`src/hw/rtl/fisd_pkg.sv`:
```
// Package for the reciprocal square root block: binary64 layout, constants, helpers.
// Used by the multiplier, the subtractor and the top level; depends on nothing.
package fisd_pkg;

	typedef struct packed {
		logic        sign;
		logic [10:0] exp;
		logic [51:0] frac;
	} fp64_t;

	localparam logic [63:0] MAGIC    = 64'h5fe6eb50c7b537a9;
	localparam logic [63:0] FP_HALF  = 64'h3fe0000000000000;
	localparam logic [63:0] FP_THREE_HALVES = 64'h3ff8000000000000;
	localparam logic [63:0] DEFAULT_NAN = 64'hfff8000000000000;
	localparam logic [10:0] EXP_MAX  = 11'h7ff;

	function automatic logic [5:0] clz53(input logic [52:0] m);
		logic [5:0] n;
		n = 6'd53;
		for (int i = 0; i < 53; i++) begin
			if (m[i]) begin
				n = 6'(52 - i);
			end
		end
		return n;
	endfunction

	function automatic logic [5:0] clz56(input logic [55:0] m);
		logic [5:0] n;
		n = 6'd56;
		for (int i = 0; i < 56; i++) begin
			if (m[i]) begin
				n = 6'(55 - i);
			end
		end
		return n;
	endfunction

	function automatic logic is_nan(input fp64_t f);
		return (f.exp == EXP_MAX) && (f.frac != 52'd0);
	endfunction

	function automatic logic is_inf(input fp64_t f);
		return (f.exp == EXP_MAX) && (f.frac == 52'd0);
	endfunction

	function automatic logic [63:0] quiet(input fp64_t f);
		return {f.sign, EXP_MAX, 1'b1, f.frac[50:0]};
	endfunction

endpackage

```
`src/hw/rtl/fisd_fsub.sv`:
```
// Five-stage pipelined binary64 subtractor a - b, round to nearest even, with a side word.
// Depends on fisd_pkg for the binary64 layout and helper functions.
module fisd_fsub (
	input  logic        clk,
	input  logic        arst_n,
	input  logic        in_valid,
	output logic        in_ready,
	input  logic [63:0] a,
	input  logic [63:0] b,
	input  logic [63:0] side,
	output logic        out_valid,
	input  logic        out_ready,
	output logic [63:0] result,
	output logic [63:0] side_out
);
	fisd_pkg::fp64_t ua, ub;
	logic sbn, spec_c, a_big, sign_c;
	logic [63:0] sval_c;
	logic [10:0] exp_l, exp_s, e_l, e_s, d;
	logic [51:0] frac_l, frac_s;

	logic v_s1, v_s2, v_s3, v_s4, v_s5;
	logic rdy_s1, rdy_s2, rdy_s3, rdy_s4, rdy_s5;

	logic spec_s1, sign_s1, sub_s1;
	logic [63:0] sval_s1, side_s1;
	logic [10:0] ea_s1;
	logic [52:0] ma_s1, mb_s1;
	logic [5:0] d_s1;

	logic spec_s2, sign_s2, sub_s2;
	logic [63:0] sval_s2, side_s2;
	logic [10:0] ea_s2;
	logic [52:0] ma_s2;
	logic [55:0] mb_s2;

	logic spec_s3, sign_s3, sub_s3;
	logic [63:0] sval_s3, side_s3;
	logic [10:0] ea_s3;
	logic [56:0] sum_s3;

	logic spec_s4, sign_s4, sub_s4, zero_s4;
	logic [63:0] sval_s4, side_s4;
	logic [11:0] e_s4;
	logic [55:0] n_s4;

	logic [63:0] res_s5, side_s5;

	logic [55:0] bw, al, lost_mask;
	logic [5:0] lz, shamt;
	logic [10:0] lim;
	logic [55:0] n_c;
	logic [11:0] e_c;
	logic [10:0] field;
	logic rnd;
	logic [62:0] mag;
	logic [63:0] res_c;

	assign rdy_s5 = !v_s5 || out_ready;
	assign rdy_s4 = !v_s4 || rdy_s5;
	assign rdy_s3 = !v_s3 || rdy_s4;
	assign rdy_s2 = !v_s2 || rdy_s3;
	assign rdy_s1 = !v_s1 || rdy_s2;
	assign in_ready = rdy_s1;
	assign out_valid = v_s5;
	assign result = res_s5;
	assign side_out = side_s5;

	always_comb begin
		ua = fisd_pkg::fp64_t'(a);
		ub = fisd_pkg::fp64_t'(b);
		sbn = !ub.sign;
		spec_c = 1'b1;
		if (fisd_pkg::is_nan(ua)) begin
			sval_c = fisd_pkg::quiet(ua);
		end else if (fisd_pkg::is_nan(ub)) begin
			sval_c = fisd_pkg::quiet(ub);
		end else if (fisd_pkg::is_inf(ua) && fisd_pkg::is_inf(ub) && (ua.sign != sbn)) begin
			sval_c = fisd_pkg::DEFAULT_NAN;
		end else if (fisd_pkg::is_inf(ua)) begin
			sval_c = a;
		end else if (fisd_pkg::is_inf(ub)) begin
			sval_c = {sbn, fisd_pkg::EXP_MAX, 52'd0};
		end else begin
			sval_c = 64'd0;
			spec_c = 1'b0;
		end
		a_big = a[62:0] >= b[62:0];
		sign_c = a_big ? ua.sign : sbn;
		exp_l  = a_big ? ua.exp : ub.exp;
		frac_l = a_big ? ua.frac : ub.frac;
		exp_s  = a_big ? ub.exp : ua.exp;
		frac_s = a_big ? ub.frac : ua.frac;
		e_l = (exp_l == 11'd0) ? 11'd1 : exp_l;
		e_s = (exp_s == 11'd0) ? 11'd1 : exp_s;
		d = e_l - e_s;
	end

	always_comb begin
		bw = {mb_s1, 3'b000};
		al = bw >> d_s1;
		lost_mask = (56'd1 << d_s1) - 56'd1;
	end

	always_comb begin
		lim = ea_s3 - 11'd1;
		lz = fisd_pkg::clz56(sum_s3[55:0]);
		shamt = (11'(lz) > lim) ? lim[5:0] : lz;
		if (sum_s3[56]) begin
			n_c = {sum_s3[56:2], sum_s3[1] | sum_s3[0]};
			e_c = {1'b0, ea_s3} + 12'd1;
		end else begin
			n_c = sum_s3[55:0] << shamt;
			e_c = {1'b0, ea_s3} - 12'(shamt);
		end
	end

	always_comb begin
		field = n_s4[55] ? e_s4[10:0] : 11'd0;
		rnd = n_s4[2] && (n_s4[1] || n_s4[0] || n_s4[3]);
		mag = {field, n_s4[54:3]} + 63'(rnd);
		if (spec_s4) begin
			res_c = sval_s4;
		end else if (zero_s4) begin
			res_c = {!sub_s4 && sign_s4, 63'd0};
		end else if (e_s4 >= 12'd2047) begin
			res_c = {sign_s4, fisd_pkg::EXP_MAX, 52'd0};
		end else begin
			res_c = {sign_s4, mag};
		end
	end

	always_ff @(posedge clk or negedge arst_n) begin
		if (!arst_n) begin
			v_s1 <= 1'b0;
			v_s2 <= 1'b0;
			v_s3 <= 1'b0;
			v_s4 <= 1'b0;
			v_s5 <= 1'b0;
		end else begin
			if (rdy_s1) v_s1 <= in_valid;
			if (rdy_s2) v_s2 <= v_s1;
			if (rdy_s3) v_s3 <= v_s2;
			if (rdy_s4) v_s4 <= v_s3;
			if (rdy_s5) v_s5 <= v_s4;
		end
	end

	always_ff @(posedge clk) begin
		if (rdy_s1) begin
			spec_s1 <= spec_c;
			sval_s1 <= sval_c;
			sign_s1 <= sign_c;
			sub_s1  <= ua.sign ^ sbn;
			side_s1 <= side;
			ea_s1   <= e_l;
			ma_s1   <= {exp_l != 11'd0, frac_l};
			mb_s1   <= {exp_s != 11'd0, frac_s};
			d_s1    <= (d > 11'd63) ? 6'd63 : d[5:0];
		end
		if (rdy_s2) begin
			spec_s2 <= spec_s1;
			sval_s2 <= sval_s1;
			sign_s2 <= sign_s1;
			sub_s2  <= sub_s1;
			side_s2 <= side_s1;
			ea_s2   <= ea_s1;
			ma_s2   <= ma_s1;
			mb_s2   <= {al[55:1], al[0] | (|(bw & lost_mask))};
		end
		if (rdy_s3) begin
			spec_s3 <= spec_s2;
			sval_s3 <= sval_s2;
			sign_s3 <= sign_s2;
			sub_s3  <= sub_s2;
			side_s3 <= side_s2;
			ea_s3   <= ea_s2;
			sum_s3  <= sub_s2 ? ({1'b0, ma_s2, 3'b000} - {1'b0, mb_s2})
				: ({1'b0, ma_s2, 3'b000} + {1'b0, mb_s2});
		end
		if (rdy_s4) begin
			spec_s4 <= spec_s3;
			sval_s4 <= sval_s3;
			sign_s4 <= sign_s3;
			sub_s4  <= sub_s3;
			side_s4 <= side_s3;
			zero_s4 <= sum_s3 == 57'd0;
			n_s4    <= n_c;
			e_s4    <= e_c;
		end
		if (rdy_s5) begin
			res_s5  <= res_c;
			side_s5 <= side_s4;
		end
	end

endmodule

```
`config.mk`:
```
export PLATFORM = sky130hd
export DESIGN_NAME = fisd_fsub
export DESIGN_NICKNAME = d
export VERILOG_FILES = /design/src/hw/rtl/fisd_pkg.sv /design/src/hw/rtl/fisd_fsub.sv
export SDC_FILE = /design/constraint.sdc
export NUM_CORES = 2
export LEC_CHECK = 0
export BUFFER_PORTS_ARGS = -buffer_cell sky130_fd_sc_hd__buf_2
export CORE_ASPECT_RATIO = 1.5
export CORE_MARGIN = 5
export CORE_UTILIZATION = 40
export CTS_CLUSTER_SIZE = 30
export DETAILED_ROUTE_END_ITERATION = 12
export SLEW_MARGIN = 20
export SYNTH_ARGS = -nofsm -noshare
export SYNTH_HDL_FRONTEND = slang
export SYNTH_SLANG_ARGS = --single-unit
```
`constraint.sdc`:
```
create_clock -name clk -period 95.6 [get_ports clk]
set_input_delay 28.68 -clock clk [delete_from_list [all_inputs] [get_ports clk]]
set_output_delay 28.68 -clock clk [all_outputs]
set_load 0.05 [all_outputs]
```
After elaboration in Yosys (flattened, before gate mapping)
Index checks and enable logic that the tools add are counted.

Shift operators: 3. Reduce and logical (&&, ||, !) cells: 34. Bitwise logic cells: 4. Multiplexer cells: 77. Add/sub/neg operators: 8. Eq/ne operators: 3. Magnitude comparators: 4.

Operator list (number): 2-to-1 mux 64 bit (7); 2-to-1 mux 6 bit (56); logical NOT 52 bit (2); 2-to-1 mux 52 bit (2); nonzero test 52 bit (2); adder 63 x 1 -> 63 bit (1); greater-or-equal comparator 63 bit (1); 2-to-1 mux 63 bit (1); adder 56 x 56 -> 57 bit (1); logical NOT 57 bit (1); 2-to-1 mux 57 bit (1); subtractor 56 x 56 -> 57 bit (1); bitwise AND 56 bit (1); OR reduction 56 bit (1); left shift 1 x 6 -> 56 bit, first input constant (1); left shift 56 x 6 -> 56 bit (1); >> shifter 56 x 6 -> 56 bit (1); subtractor 56 x 1 -> 56 bit, second input constant (1); 2-to-1 mux 11 bit (5); 2-to-1 mux 55 bit (1); equality test 11 bit, second input constant (2); logical NOT 11 bit (2); nonzero test 11 bit (2); adder 11 x 1 -> 12 bit, second input constant (1); other kinds (17) (38).

Register bits: 1037. Word-level logic and storage cells: 174. Output and inout port bits: 130.

Depth between registers and ports, before layout
Word-level depth: 60. Depth in mapped cells: 35. Mapped depth without buffers: 30.

Worst setup path before layout
OpenSTA, ideal clock, no wires.

Path type: in2out. Start point: input out_ready. End point: output in_ready. Stages on the path: 4. Path buffers: 0. Path slack: 25.369 ns. Data arrival time: 41.551 ns. Cells stage by stage: nor2b_1 nand4_1 inv_1 nand2_1.

Cells in the longest elaborated chain, start to end: 5.

RTL lines: start, declared (line fisd_fsub.sv:12) `input logic out_ready,`; logical OR 1 bit (line fisd_fsub.sv:59) `assign rdy_s5 = !v_s5 || out_ready;`; logical OR 1 bit (line fisd_fsub.sv:60) `assign rdy_s4 = !v_s4 || rdy_s5;`; logical OR 1 bit (line fisd_fsub.sv:61) `assign rdy_s3 = !v_s3 || rdy_s4;`; logical OR 1 bit (line fisd_fsub.sv:62) `assign rdy_s2 = !v_s2 || rdy_s3;`; via rdy_s2 (line fisd_fsub.sv:23) `logic rdy_s1, rdy_s2, rdy_s3, rdy_s4, rdy_s5;`; logical OR 1 bit (line fisd_fsub.sv:63) `assign rdy_s1 = !v_s1 || rdy_s2;`; end, declared (line fisd_fsub.sv:7) `output logic in_ready,`.

The timed path passes the listed nets, and every way through them passes these cells.

Final worst setup path
Same ends and word-level chain as after synthesis.

==> flow_summary.rst <==
.. list-table::
   :header-rows: 1

   * - Metric
     - Value
   * - Main combinational cell family by area after synthesis
     - compound AO/OA/AOI/OAI gates
   * - # IOs
     - 326
   * - Setup slack at placement
     - 36330 ps
   * - Relative slew slack
     - 0.187
   * - Share of flip-flops with an asynchronous set or reset after synthesis
     - 0.00482
   * - Number of warnings printed during yosys synthesis
     - 0
   * - Area growth from synthesis to layout
     - 12.9%
   * - Areal power density over the cells
     - 28.2 nW/um2
   * - CTS Buf Count
     - 101
   * - Post-synthesis area per instance
     - 12.1 um2
   * - Fraction of the yosys area taken by sequential cells
     - 0.581
   * - Quantity of I/O buffers inserted on ports
     - 325
   * - Status
     - complete, no violations
   * - Core outline area
     - 133000 um2
   * - Number of antenna violations at the first check in global routing
     - 4
   * - CTS hold repair buffers
     - 0
   * - Crit path max fanout
     - 32
   * - Min cycle time layout
     - 59200 ps
   * - Starting density of the core
     - 0.402
   * - Netlist cell types
     - 104
   * - Mux cell area share after synthesis
     - 0.0743
   * - Adder-cell area share of the yosys netlist
     - 0.0484
   * - Global-route wire length before repair
     - 250 mm
   * - Crit start category
     - input port
   * - Most common cell type on the critical path
     - buf_2
   * - Clock insertion delay at the later pin of the skew report
     - 720 ps
   * - Maximum vdd ir drop
     - 14.7 uV
   * - Floorplan die area
     - 141000 um2
   * - Drt first-iter violations
     - 2799
   * - Crit path cell chain
     - buf_2 > nor2b_1 > nand4_1 > buf_4 > inv_1 > nand2_4 > buf_2
   * - Overall overflow remaining after global route
     - 0
   * - Floorplan die height
     - 458 um
   * - Dominant delay contributor by cell family on the critical path
     - simple AND/OR/NAND/NOR gates
   * - Slew @ Worst Pin
     - 1210 ps
   * - Setup crit end kind
     - output port
   * - Flip-flop and latch count after synthesis
     - 1037
   * - Number of fill cells in the layout
     - 12200
   * - Maximum Capacitance Violations
     - 0
   * - Proportion of netlist area held by the largest area contributor
     - 0.579
   * - Number of instances in the synthesized netlist
     - 4442
   * - Setup repair after global routing missed its margin
     - no
   * - Buffer and inverter count on the worst path
     - 4
   * - Number of nets in the synthesized netlist
     - 4841
   * - Worst path required time
     - 66920 ps
   * - Slowest stage delay, CP
     - 570 ps
   * - Pin count of the biggest net entering global routing
     - 142
   * - Fraction of the mapped netlist area in simple logic gates
     - 0.103
   * - Cell accounting for the most synthesized area
     - edfxtp_1
   * - Root cell of the clock tree
     - clkbuf_16
   * - Drt wl/cell
     - 26.5 um
   * - Achievable clock frequency
     - 0.0169 GHz
   * - Worst setup path category
     - input port to output port
   * - Total number of placement rows
     - 164
   * - Compound-gate portion of the synthesized area
     - 0.136
   * - Total global routing track utilization
     - 0.239
   * - Detailed-router iteration count before antenna repair
     - 8
   * - Data arrival, critical path
     - 30520 ps
   * - Post-synth EDFFs
     - 1032
   * - ANT nets after route
     - 0
   * - Detailed Route WL
     - 173 mm
   * - # clock sinks
     - 1037
   * - Area used by sequential logic in the layout
     - 31100 um2
   * - Number of global-route vias before repair
     - 37000
   * - Synth Area in XOR/XNOR
     - 0.0218
   * - Total negative slack for setup checks
     - 0 ps
   * - Width of the die
     - 309 um
   * - Slowest cell on crit path
     - nor2b_1
   * - Number of setup buffers added after CTS
     - 0
   * - DP Wirelength
     - 133 mm
   * - Number of cells upsized or downsized after cts
     - 0
   * - Worst hold path type
     - register to register
   * - Clk pin slew, worst setup/hold paths
     - 60 ps
   * - Leakage power
     - 0.0231 uW
   * - TritonCTS clock tree
     - yes
   * - Remaining DRCs
     - 0
   * - Final Wtd Congestion
     - 0.996
   * - Detail-routed via count per cell
     - 5.69
   * - Buffer depth of the longest clock path
     - 3
   * - Final number of hold-violating endpoints
     - 0
   * - Combined area of all synthesized cells
     - 53600 um2
   * - Layout cells sized above 1
     - 0.174
   * - Area of the multi-input gates
     - 20700 um2
   * - H-tree lvl count
     - 3
   * - Final setup violating endpoints
     - 0
   * - Final critical-path share of the clock period
     - 0.619
   * - Cell with the most instances after synthesis
     - edfxtp_1
   * - Number of slew-limit violations in the final report
     - 0
   * - Post-synth top flop
     - edfxtp_1
   * - Detailed-route via count
     - 37100
   * - Clock Skews
     - 40.0 ps
   * - Total number of nets in the final design
     - 5096
   * - Final worst setup slack
     - 36400 ps
   * - Dominant cells by area after synthesis
     - edfxtp_1, ha_1, mux2_2
   * - Post-synth top cells
     - edfxtp_1, nand2_1, nor2_1
-- power breakdown --
group	switching, uW	internal [uW]
logic	393	187
clock network	174	234
registers	84.5	631
total	651	1050
-- sequential cells by signal (all words and copies together) (netlist names), 12 cells and up --
| name | flops |
|---|---|
| side_s2 | 64 |
| side_s3 | 64 |
| n_s4 | 56 |
| mb_s2 | 56 |
| side_s1 | 64 |
| ma_s2 | 53 |
| sum_s3 | 57 |
| side_s4 | 64 |
| side_out | 64 |
| mb_s1 | 53 |
| sval_s2 | 64 |
| sval_s3 | 64 |
| ma_s1 | 53 |
| e_s4 | 12 |
| sval_s1 | 64 |
| result | 64 |
| sval_s4 | 64 |
-- metrics by stage --
stage / util / total power, uW / instances / cell area, um2 / hold slack (ps)
floorplan: - / 1080 / 4442 / 53600 / 400
global placement: 0.428 / 1290 / 6336 / 57000 / 400
detailed placement: 0.428 / 1290 / 6336 / 57000 / 405
CTS: 0.454 / 1710 / 6524 / 60400 / 397
global route: 0.454 / 1780 / 6526 / 60400 / 409
finish: 0.454 / 1700 / 6528 / 60400 / 402
-- routing by layer --
layer	GRT usage	vias up	share of wire
li1	-	17400	-
met1	0.269	18000	0.37
met2	0.418	1300	0.50
met3	0.0279	418	0.045
met4	0.173	2	0.086
met5	0	-	0.000075
-- worst paths after layout --
kind	cells after the start	slack (ps)	start	endpoint
max	7	36400	out_ready	in_ready
min	0	400	ma_s1[1]	ma_s2[1]
max reg2reg	28	86580	sum_s3[42]	e_s4[11]
min reg2reg	0	400	ma_s1[1]	ma_s2[1]
max in group asynchronous	1	67690	arst_n	v_s4
min in group asynchronous	1	27780	arst_n	out_valid
-- cells by family after synthesis --
family          Yosys count
flops                  1037
fa+ha+maj               206
simple gates           1163
compound gates         1089
xor+xnor                133
buf+inv                 474
mux                     340
-- cells in the final DEF (no fill, tap or decap), types with 46 or more instances in the layout --
master,count
xor2_1,58
nor2_1,306
a22o_1,63
o21ai_0,251
nand2_1,336
mux2_2,167
ha_1,200
xnor2_1,75
o211ai_1,56
a21oi_1,244
edfxtp_1,1032
mux2i_1,142
nand3_1,100
nand4_1,66
buf_4,64
clkbuf_16,103
a211oi_1,46
inv_1,228
nor3_1,76
buf_2,325
nor4_1,57
-- layout make-up --
cell class | count | share of cell area
Antenna cell | 3 | 0.000124
Clock buffer | 119 | 0.0440
Clock inverter | 69 | 0.0126
Inverter | 234 | 0.0146
Multi-Input combinational cell | 2931 | 0.342
Sequential cell | 1037 | 0.515
Tap cell | 1743 | 0.0361
Timing Repair Buffer | 392 | 0.0360
(Power assumes the default switching activity.)
